===== config.mk =====
export PLATFORM = sky130hd
export DESIGN_NAME = modular_exponentiation_unit
export DESIGN_NICKNAME = d
export VERILOG_FILES = /design/src/rtl/mexp_pkg.sv /design/src/rtl/mexp_useq.sv /design/src/rtl/mexp_dpath.sv /design/src/rtl/modular_exponentiation_unit.sv
export VERILOG_INCLUDE_DIRS = /design/src /design/src/rtl
export SDC_FILE = /design/constraint.sdc
export NUM_CORES = 2
export LEC_CHECK = 0
export BUFFER_PORTS_ARGS = -buffer_cell sky130_fd_sc_hd__buf_2
export CORE_MARGIN = 2
export CORE_UTILIZATION = 55
export CTS_BUF_LIST = sky130_fd_sc_hd__clkbuf_4 sky130_fd_sc_hd__clkbuf_8
export CTS_CLUSTER_DIAMETER = 30
export DETAILED_ROUTE_END_ITERATION = 8
export GPL_TIMING_DRIVEN = 0
export MAX_ROUTING_LAYER = met4
export PLACE_DENSITY = 0.75
export SLEW_MARGIN = 25
export SYNTH_ARGS = -nofsm -noshare
export SYNTH_HDL_FRONTEND = slang
export SYNTH_HIERARCHICAL = 1
export SYNTH_SLANG_ARGS = --single-unit

===== constraint.sdc =====
create_clock -name clock -period 9.6 [get_ports clock]
set_clock_uncertainty 0.1 [all_clocks]
set_input_delay 1.92 -clock clock [delete_from_list [all_inputs] [get_ports clock]]
set_output_delay 1.92 -clock clock [all_outputs]
set_load 0.01 [all_outputs]

===== src/rtl/modular_exponentiation_unit_assert.svh =====
// Assertion macros shared by the modular exponentiation unit.
`ifndef MODULAR_EXPONENTIATION_UNIT_ASSERT_SVH
`define MODULAR_EXPONENTIATION_UNIT_ASSERT_SVH

// Consequent must hold in the same cycle as the antecedent.
`define MEXP_ASSERT_SAME(label, ante, cons, msg) \
   label: assert property (@(posedge clock) disable iff (reset) (ante) |-> (cons)) \
      else $error(msg);

// Consequent must hold in the cycle after the antecedent.
`define MEXP_ASSERT_NEXT(label, ante, cons, msg) \
   label: assert property (@(posedge clock) disable iff (reset) (ante) |=> (cons)) \
      else $error(msg);

`endif


===== src/rtl/mexp_pkg.sv =====
// Shared types and constants of the modular exponentiation unit.
package mexp_pkg;

   localparam int EXP_BITS = 63;
   localparam int EXP_PORT_W = 63;
   localparam int CNT_W = (EXP_BITS > 1) ? $clog2(EXP_BITS) : 1;
   localparam int DATA_W = 30;
   localparam int WORD_W = 32;
   localparam int PROD_W = 64;
   localparam int STEP_W = 4;

   localparam logic [WORD_W-1:0] MOD_WORD = 32'd1000000007;
   localparam logic [DATA_W-1:0] MOD_DATA = MOD_WORD[DATA_W-1:0];
   localparam logic [WORD_W-1:0] MOD_DOUBLE = 32'd2000000014;
   localparam logic [WORD_W-1:0] MOD_TRIPLE = 32'd3000000021;

   // Barrett constant floor(2^60 / modulus)
   localparam logic [PROD_W-1:0] BARRETT_MU_WIDE = (64'd1 << 60) / 64'd1000000007;
   localparam logic [WORD_W-1:0] BARRETT_MU = BARRETT_MU_WIDE[WORD_W-1:0];

   typedef enum logic [STEP_W-1:0] {
      STEP_TAKE,
      STEP_SQ_MUL,
      STEP_SQ_QUOT,
      STEP_SQ_BACK,
      STEP_SQ_SUB,
      STEP_SQ_FIX,
      STEP_BM_MUL,
      STEP_BM_QUOT,
      STEP_BM_BACK,
      STEP_BM_SUB,
      STEP_BM_FIX,
      STEP_NEXT,
      STEP_EMIT
   } step_type;

   typedef enum logic [2:0] {
      MUL_NONE,
      MUL_SQR,
      MUL_BASE,
      MUL_QUOT,
      MUL_BACK
   } mul_type;

   typedef enum logic [1:0] {
      HOLD_NONE,
      HOLD_NO_REQ,
      HOLD_OUT_BUSY
   } hold_type;

   typedef enum logic [1:0] {
      BR_NEVER,
      BR_ALWAYS,
      BR_BIT_CLEAR,
      BR_MORE_BITS
   } branch_type;

   typedef struct packed {
      logic       take;
      hold_type   hold;
      mul_type    mul_op;
      logic       save_x;
      logic       do_sub;
      logic       do_fix;
      logic       shift_exp;
      logic       emit;
      branch_type branch;
      step_type   target;
   } ctrl_type;

   typedef struct packed {
      logic req_valid;
      logic out_busy;
      logic exp_msb;
      logic more_bits;
   } stat_type;

endpackage


===== src/rtl/mexp_useq.sv =====
// Microcode sequencer: step counter, control store and branch logic.
module mexp_useq (
   input  logic               clock,
   input  logic               reset,
   input  mexp_pkg::stat_type stat,
   output mexp_pkg::ctrl_type cw
);
   import mexp_pkg::*;

   step_type pc_ff;
   step_type pc_in;
   logic     hold;
   logic     taken;

   // Control store
   always_comb begin
      cw.take      = 1'b0;
      cw.hold      = HOLD_NONE;
      cw.mul_op    = MUL_NONE;
      cw.save_x    = 1'b0;
      cw.do_sub    = 1'b0;
      cw.do_fix    = 1'b0;
      cw.shift_exp = 1'b0;
      cw.emit      = 1'b0;
      cw.branch    = BR_NEVER;
      cw.target    = STEP_TAKE;
      unique case (pc_ff)
         STEP_TAKE: begin
            cw.take = 1'b1;
            cw.hold = HOLD_NO_REQ;
         end
         STEP_SQ_MUL:  cw.mul_op = MUL_SQR;
         STEP_SQ_QUOT: begin
            cw.mul_op = MUL_QUOT;
            cw.save_x = 1'b1;
         end
         STEP_SQ_BACK: cw.mul_op = MUL_BACK;
         STEP_SQ_SUB:  cw.do_sub = 1'b1;
         STEP_SQ_FIX: begin
            cw.do_fix = 1'b1;
            cw.branch = BR_BIT_CLEAR;
            cw.target = STEP_NEXT;
         end
         STEP_BM_MUL:  cw.mul_op = MUL_BASE;
         STEP_BM_QUOT: begin
            cw.mul_op = MUL_QUOT;
            cw.save_x = 1'b1;
         end
         STEP_BM_BACK: cw.mul_op = MUL_BACK;
         STEP_BM_SUB:  cw.do_sub = 1'b1;
         STEP_BM_FIX:  cw.do_fix = 1'b1;
         STEP_NEXT: begin
            cw.shift_exp = 1'b1;
            cw.branch    = BR_MORE_BITS;
            cw.target    = STEP_SQ_MUL;
         end
         STEP_EMIT: begin
            cw.emit   = 1'b1;
            cw.hold   = HOLD_OUT_BUSY;
            cw.branch = BR_ALWAYS;
            cw.target = STEP_TAKE;
         end
         default: begin
            cw.branch = BR_ALWAYS;
            cw.target = STEP_TAKE;
         end
      endcase
   end

   // Next step
   always_comb begin
      unique case (cw.hold)
         HOLD_NO_REQ:   hold = ~stat.req_valid;
         HOLD_OUT_BUSY: hold = stat.out_busy;
         default:       hold = 1'b0;
      endcase
      unique case (cw.branch)
         BR_ALWAYS:    taken = 1'b1;
         BR_BIT_CLEAR: taken = ~stat.exp_msb;
         BR_MORE_BITS: taken = stat.more_bits;
         default:      taken = 1'b0;
      endcase
      if (hold) begin
         pc_in = pc_ff;
      end else if (taken) begin
         pc_in = cw.target;
      end else begin
         pc_in = step_type'(STEP_W'(pc_ff) + STEP_W'(1));
      end
   end

   always_ff @(posedge clock) begin
      if (reset) begin
         pc_ff <= STEP_TAKE;
      end else begin
         pc_ff <= pc_in;
      end
   end

endmodule


===== src/rtl/mexp_dpath.sv =====
// Datapath: shared multiplier, Barrett reduction registers, exponent shifter, result register.
`include "modular_exponentiation_unit_assert.svh"

module mexp_dpath (
   input  logic                                clock,
   input  logic                                reset,
   input  mexp_pkg::ctrl_type                  cw,
   input  logic                                req_valid,
   input  logic [mexp_pkg::DATA_W-1:0]         req_base,
   input  logic [mexp_pkg::EXP_PORT_W-1:0]     req_exponent,
   input  logic                                rsp_stall,
   output logic                                rsp_valid,
   output logic [mexp_pkg::DATA_W-1:0]         rsp_power,
   output mexp_pkg::stat_type                  stat
);
   import mexp_pkg::*;

   logic                accept;
   logic                emit_go;
   logic [DATA_W-1:0]   base_red;
   logic [WORD_W-1:0]   mul_a;
   logic [WORD_W-1:0]   mul_b;
   logic [PROD_W-1:0]   prod_in;
   logic [WORD_W-1:0]   r_in;
   logic [WORD_W-1:0]   fix_val;

   logic [DATA_W-1:0]   base_ff;
   logic [DATA_W-1:0]   acc_ff;
   logic [EXP_BITS-1:0] exp_ff;
   logic [CNT_W-1:0]    cnt_ff;
   logic [PROD_W-1:0]   prod_ff;
   logic [WORD_W-1:0]   x_ff;
   logic [WORD_W-1:0]   r_ff;
   logic                rsp_valid_ff;
   logic [DATA_W-1:0]   rsp_power_ff;

   assign accept   = req_valid & cw.take;
   assign base_red = (req_base >= MOD_DATA) ? req_base - MOD_DATA : req_base;

   assign stat.req_valid = req_valid;
   assign stat.out_busy  = rsp_valid_ff & rsp_stall;
   assign stat.exp_msb   = exp_ff[EXP_BITS-1];
   assign stat.more_bits = (cnt_ff != '0);

   assign emit_go = cw.emit & ~stat.out_busy;

   // Operand select for the shared multiplier
   always_comb begin
      unique case (cw.mul_op)
         MUL_SQR: begin
            mul_a = WORD_W'(acc_ff);
            mul_b = WORD_W'(acc_ff);
         end
         MUL_BASE: begin
            mul_a = WORD_W'(acc_ff);
            mul_b = WORD_W'(base_ff);
         end
         MUL_QUOT: begin
            // q1 = x >> 29
            mul_a = WORD_W'(prod_ff[2*DATA_W-1:DATA_W-1]);
            mul_b = BARRETT_MU;
         end
         MUL_BACK: begin
            // q3 = q1 * mu >> 31
            mul_a = WORD_W'(prod_ff[2*DATA_W+1:DATA_W+1]);
            mul_b = MOD_WORD;
         end
         default: begin
            mul_a = '0;
            mul_b = '0;
         end
      endcase
   end

   assign prod_in = PROD_W'(mul_a) * PROD_W'(mul_b);

   // Remainder lies below three moduli; low word is exact
   assign r_in = x_ff - prod_ff[WORD_W-1:0];

   always_comb begin
      if (r_ff >= MOD_DOUBLE) begin
         fix_val = r_ff - MOD_DOUBLE;
      end else if (r_ff >= MOD_WORD) begin
         fix_val = r_ff - MOD_WORD;
      end else begin
         fix_val = r_ff;
      end
   end

   always_ff @(posedge clock) begin
      if (accept) begin
         base_ff <= base_red;
         exp_ff  <= req_exponent[EXP_BITS-1:0];
         cnt_ff  <= CNT_W'(EXP_BITS - 1);
         acc_ff  <= DATA_W'(1);
      end else begin
         if (cw.shift_exp) begin
            exp_ff <= exp_ff << 1;
            cnt_ff <= cnt_ff - CNT_W'(1);
         end
         if (cw.do_fix) begin
            acc_ff <= fix_val[DATA_W-1:0];
         end
      end
      if (cw.mul_op != MUL_NONE) begin
         prod_ff <= prod_in;
      end
      if (cw.save_x) begin
         x_ff <= prod_ff[WORD_W-1:0];
      end
      if (cw.do_sub) begin
         r_ff <= r_in;
      end
      if (emit_go) begin
         rsp_power_ff <= acc_ff;
      end
   end

   always_ff @(posedge clock) begin
      if (reset) begin
         rsp_valid_ff <= 1'b0;
      end else if (emit_go) begin
         rsp_valid_ff <= 1'b1;
      end else if (~rsp_stall) begin
         rsp_valid_ff <= 1'b0;
      end
   end

   assign rsp_valid = rsp_valid_ff;
   assign rsp_power = rsp_power_ff;

   `MEXP_ASSERT_NEXT(a_base_reduced, accept, base_ff < MOD_DATA, "base not reduced")
   `MEXP_ASSERT_NEXT(a_barrett_bound, cw.do_sub, r_ff < MOD_TRIPLE, "Barrett remainder too large")
   `MEXP_ASSERT_NEXT(a_acc_reduced, cw.do_fix, acc_ff < MOD_DATA, "accumulator not reduced")

endmodule


===== src/rtl/modular_exponentiation_unit.sv =====
// Top level of the modular exponentiation unit.
// Computes base^exponent mod 1000000007 by square-and-multiply, scanning all 63 exponent
// bits from the top. One request is worked at a time. Each modular product takes five
// steps on a single 32x32 multiplier (product, then Barrett reduction with two more
// multiplications, a subtract and a final correction). Each exponent bit takes a squaring
// and a shift of the exponent, plus a multiplication by the base when the bit is set.
// A zero exponent gives 1, and a base at or above the modulus is reduced on entry. The
// next request is taken as soon as the sequencer is back at its idle step, even while
// the previous result still waits under rsp_stall.
module modular_exponentiation_unit (
   input  logic                            clock,
   input  logic                            reset,
   input  logic                            req_valid,
   output logic                            req_stall,
   input  logic [mexp_pkg::DATA_W-1:0]     req_base,
   input  logic [mexp_pkg::EXP_PORT_W-1:0] req_exponent,
   output logic                            rsp_valid,
   input  logic                            rsp_stall,
   output logic [mexp_pkg::DATA_W-1:0]     rsp_power
);
   import mexp_pkg::*;

   ctrl_type cw;
   stat_type stat;

   assign req_stall = ~cw.take;

   mexp_useq u_useq (
      .clock (clock),
      .reset (reset),
      .stat  (stat),
      .cw    (cw)
   );

   mexp_dpath u_dpath (
      .clock        (clock),
      .reset        (reset),
      .cw           (cw),
      .req_valid    (req_valid),
      .req_base     (req_base),
      .req_exponent (req_exponent),
      .rsp_stall    (rsp_stall),
      .rsp_valid    (rsp_valid),
      .rsp_power    (rsp_power),
      .stat         (stat)
   );

endmodule


==> impl_metrics.json <==
{
  "outcome": "complete, but fails checks",
  "violations": "setup timing",
  "coreArea_sq_um": 80810,
  "ctsHoldBuffers": 0,
  "max_stage_delay_ps": 620,
  "grt_usage": 0.4211,
  "rows": 104,
  "crit_type": "reg2reg",
  "critPathMaxFanout": 10,
  "wl_per_cell_um": 27.10,
  "drive_gt1_frac": 0.1560,
  "syn_inst": 4925,
  "hp-class": "reg2reg",
  "cts_buffers": 67,
  "area_delta_synth_final_pct": 16.74,
  "gp_congestion": 1.117,
  "clock.fmax_mhz": 103.9,
  "grt_pass1_vias": 38924,
  "vias": 38235,
  "grt_max_degree": 55,
  "cts_tree": "built",
  "path_clk_slew_ps": 50,
  "period_needed_ps": 9626,
  "drtAntennaViolNets": 0,
  "clock_latency_ps": 650,
  "overflow": 0,
  "crit_required_ps": 9840,
  "netlist_area_sq_um": 45000,
  "timing.max_cap.violations": 0,
  "critPathArrivalTime_ps": 9870,
  "dpl.hpwl_um": 134100,
  "num-fill-cells": 6577,
  "die_h_um": 290.1,
  "layout.nets": 6472,
  "portBuffers": 127,
  "preCtsSetupSlack_ps": -3632,
  "ir_worst_vdd_mv": 0.2559,
  "ioPinCount": 129,
  "setup-violations-final": 6,
  "initial_core_util": 0.5569,
  "clk_path_buf_depth": 3,
  "dieArea_sq_um": 84130,
  "total_power_mw": 14.76,
  "drc_errors": 0,
  "hold_viol": 0,
  "drt-initial-drc-count": 4356,
  "slowest_stage": "fa_1",
  "multi_input_area_sq_um": 34140,
  "antenna_found_initial": 4,
  "leakagePower_nw": 24.39,
  "htreeDepth": 3,
  "cp-end-kind": "flip-flop",
  "path_common_cell": "fa_1",
  "synth_warnings": 6,
  "routed_wirelength_um": 172200,
  "layout_setup_ws_ps": -25.78,
  "final_core_util": 0.6502,
  "cellPowerDensity_nw_per_um2": 280.9,
  "clock_sinks": 290,
  "firstDrtPassIters": 8,
  "regArea_sq_um": 8310,
  "setup_tns_ps": -78.87,
  "cp-start-kind": "flip-flop",
  "grt_pass1_wl_um": 249700,
  "min_period_over_period": 1.003,
  "die_x_um": 290.1,
  "worst_pin_slew_ps": 882.1,
  "maxSlewViolCount": 0,
  "slew_headroom": 0.4119,
  "avgSynthCellArea_sq_um": 9.138,
  "clockRootBuffer": "clkbuf_8",
  "via_per_inst": 6.017,
  "rsz0062_at_grt": "true"
}
==> cell type report <==
class,instances,share of cell area
Sequential cell,290,0.1582
Inverter,855,0.06113
Multi-Input combinational cell,3527,0.6498
Antenna cell,5,0.0002382
Timing Repair Buffer,281,0.04130
Clock inverter,43,0.007811
Buffer,217,0.03687
Clock buffer,77,0.01946
Tap cell,1060,0.02524
==> power by group <==
part / internal (mW) / total, mW / switching (mW)
Clock: 0.885 / 1.52 / 0.633
Sequential: 2.14 / 2.52 / 0.382
Combinational: 3.66 / 10.7 / 7.06
Total: 6.68 / 14.8 / 8.08
==> per-stage QoR <==
step                cells  instance area [sq um]  hold slack [ps]
finish               6355                  52540            341.2
detailed placement   6128                  47350            331.7
global placement     6116                  46990            336.7
CTS                  6296                  51470            341.8
global route         6354                  52540            355.5
floorplan            4929                  45030            326.4
==> final timing paths <==
path,from,endpoint,slack [ps],cells past startpoint
worst max-delay path,u_useq/pc_ff[2],u_dpath/prod_ff[50],-30,34
worst min-delay path,u_dpath/prod_ff[9],u_dpath/x_ff[9],340,0
worst max register to register,u_useq/pc_ff[2],u_dpath/prod_ff[50],-30,34
worst min register to register,u_dpath/prod_ff[9],u_dpath/x_ff[9],340,0
==> repair_timing <==
action,in CTS,in global routing
buffers inserted,80,56
endpoints found under the setup margin,51,30
pin swaps,66,76
hold endpoints to repair,0,0
gates resized for setup,576,202
gates cloned,1,3
==> layout by cell type (no fill, tap or decap), types with 20 or more instances in the layout <==
master,n
clkbuf_8,105
buf_4,122
buf_2,143
clkbuf_4,39
a22oi_2,28
and2_1,51
nand2b_1,20
a21oi_1,137
buf_6,31
buf_12,21
nand4_1,25
o21bai_1,24
fa_2,21
a21o_1,59
inv_1,849
clkbuf_2,29
nand3_1,37
nor2_1,544
fa_1,817
xnor2_1,83
nand2_1,793
dfxtp_1,37
nor3_1,39
xor2_1,51
edfxtp_1,249
ha_1,277
o21a_1,22
o21ai_0,88
clkbuf_1,54
==> worst max-delay path, delay by kind of cell, from the launching register on <==
kind                     cells  cell delay (ps)
AO/OA/AOI/OAI               10             2150
XOR/XNOR                     1               80
adder cells (fa/ha/maj)      9             4490
buffers and inverters       10             1370
flip-flops                   1              370
multiplexers                 1              190
AND/OR/NAND/NOR              3              510
==> metal layers <==
metal	part of all wire	GRT usage
met5	0	-
met4	0.093	0.3034
met3	0.12	0.1177
met2	0.43	0.6117
met1	0.36	0.5058
==> state kept, by name (all words and copies together), names as in the netlist <==
name               cells
u_useq/pc_ff           4
u_dpath/x_ff          32
u_dpath/base_ff       30
u_dpath/r_ff          32
u_dpath/rsp_power     30
u_dpath/acc_ff        30
u_dpath/prod_ff       62
u_dpath/exp_ff        63
u_dpath/cnt_ff         6
u_dpath/rsp_valid      1
(Power assumes the default switching activity.)
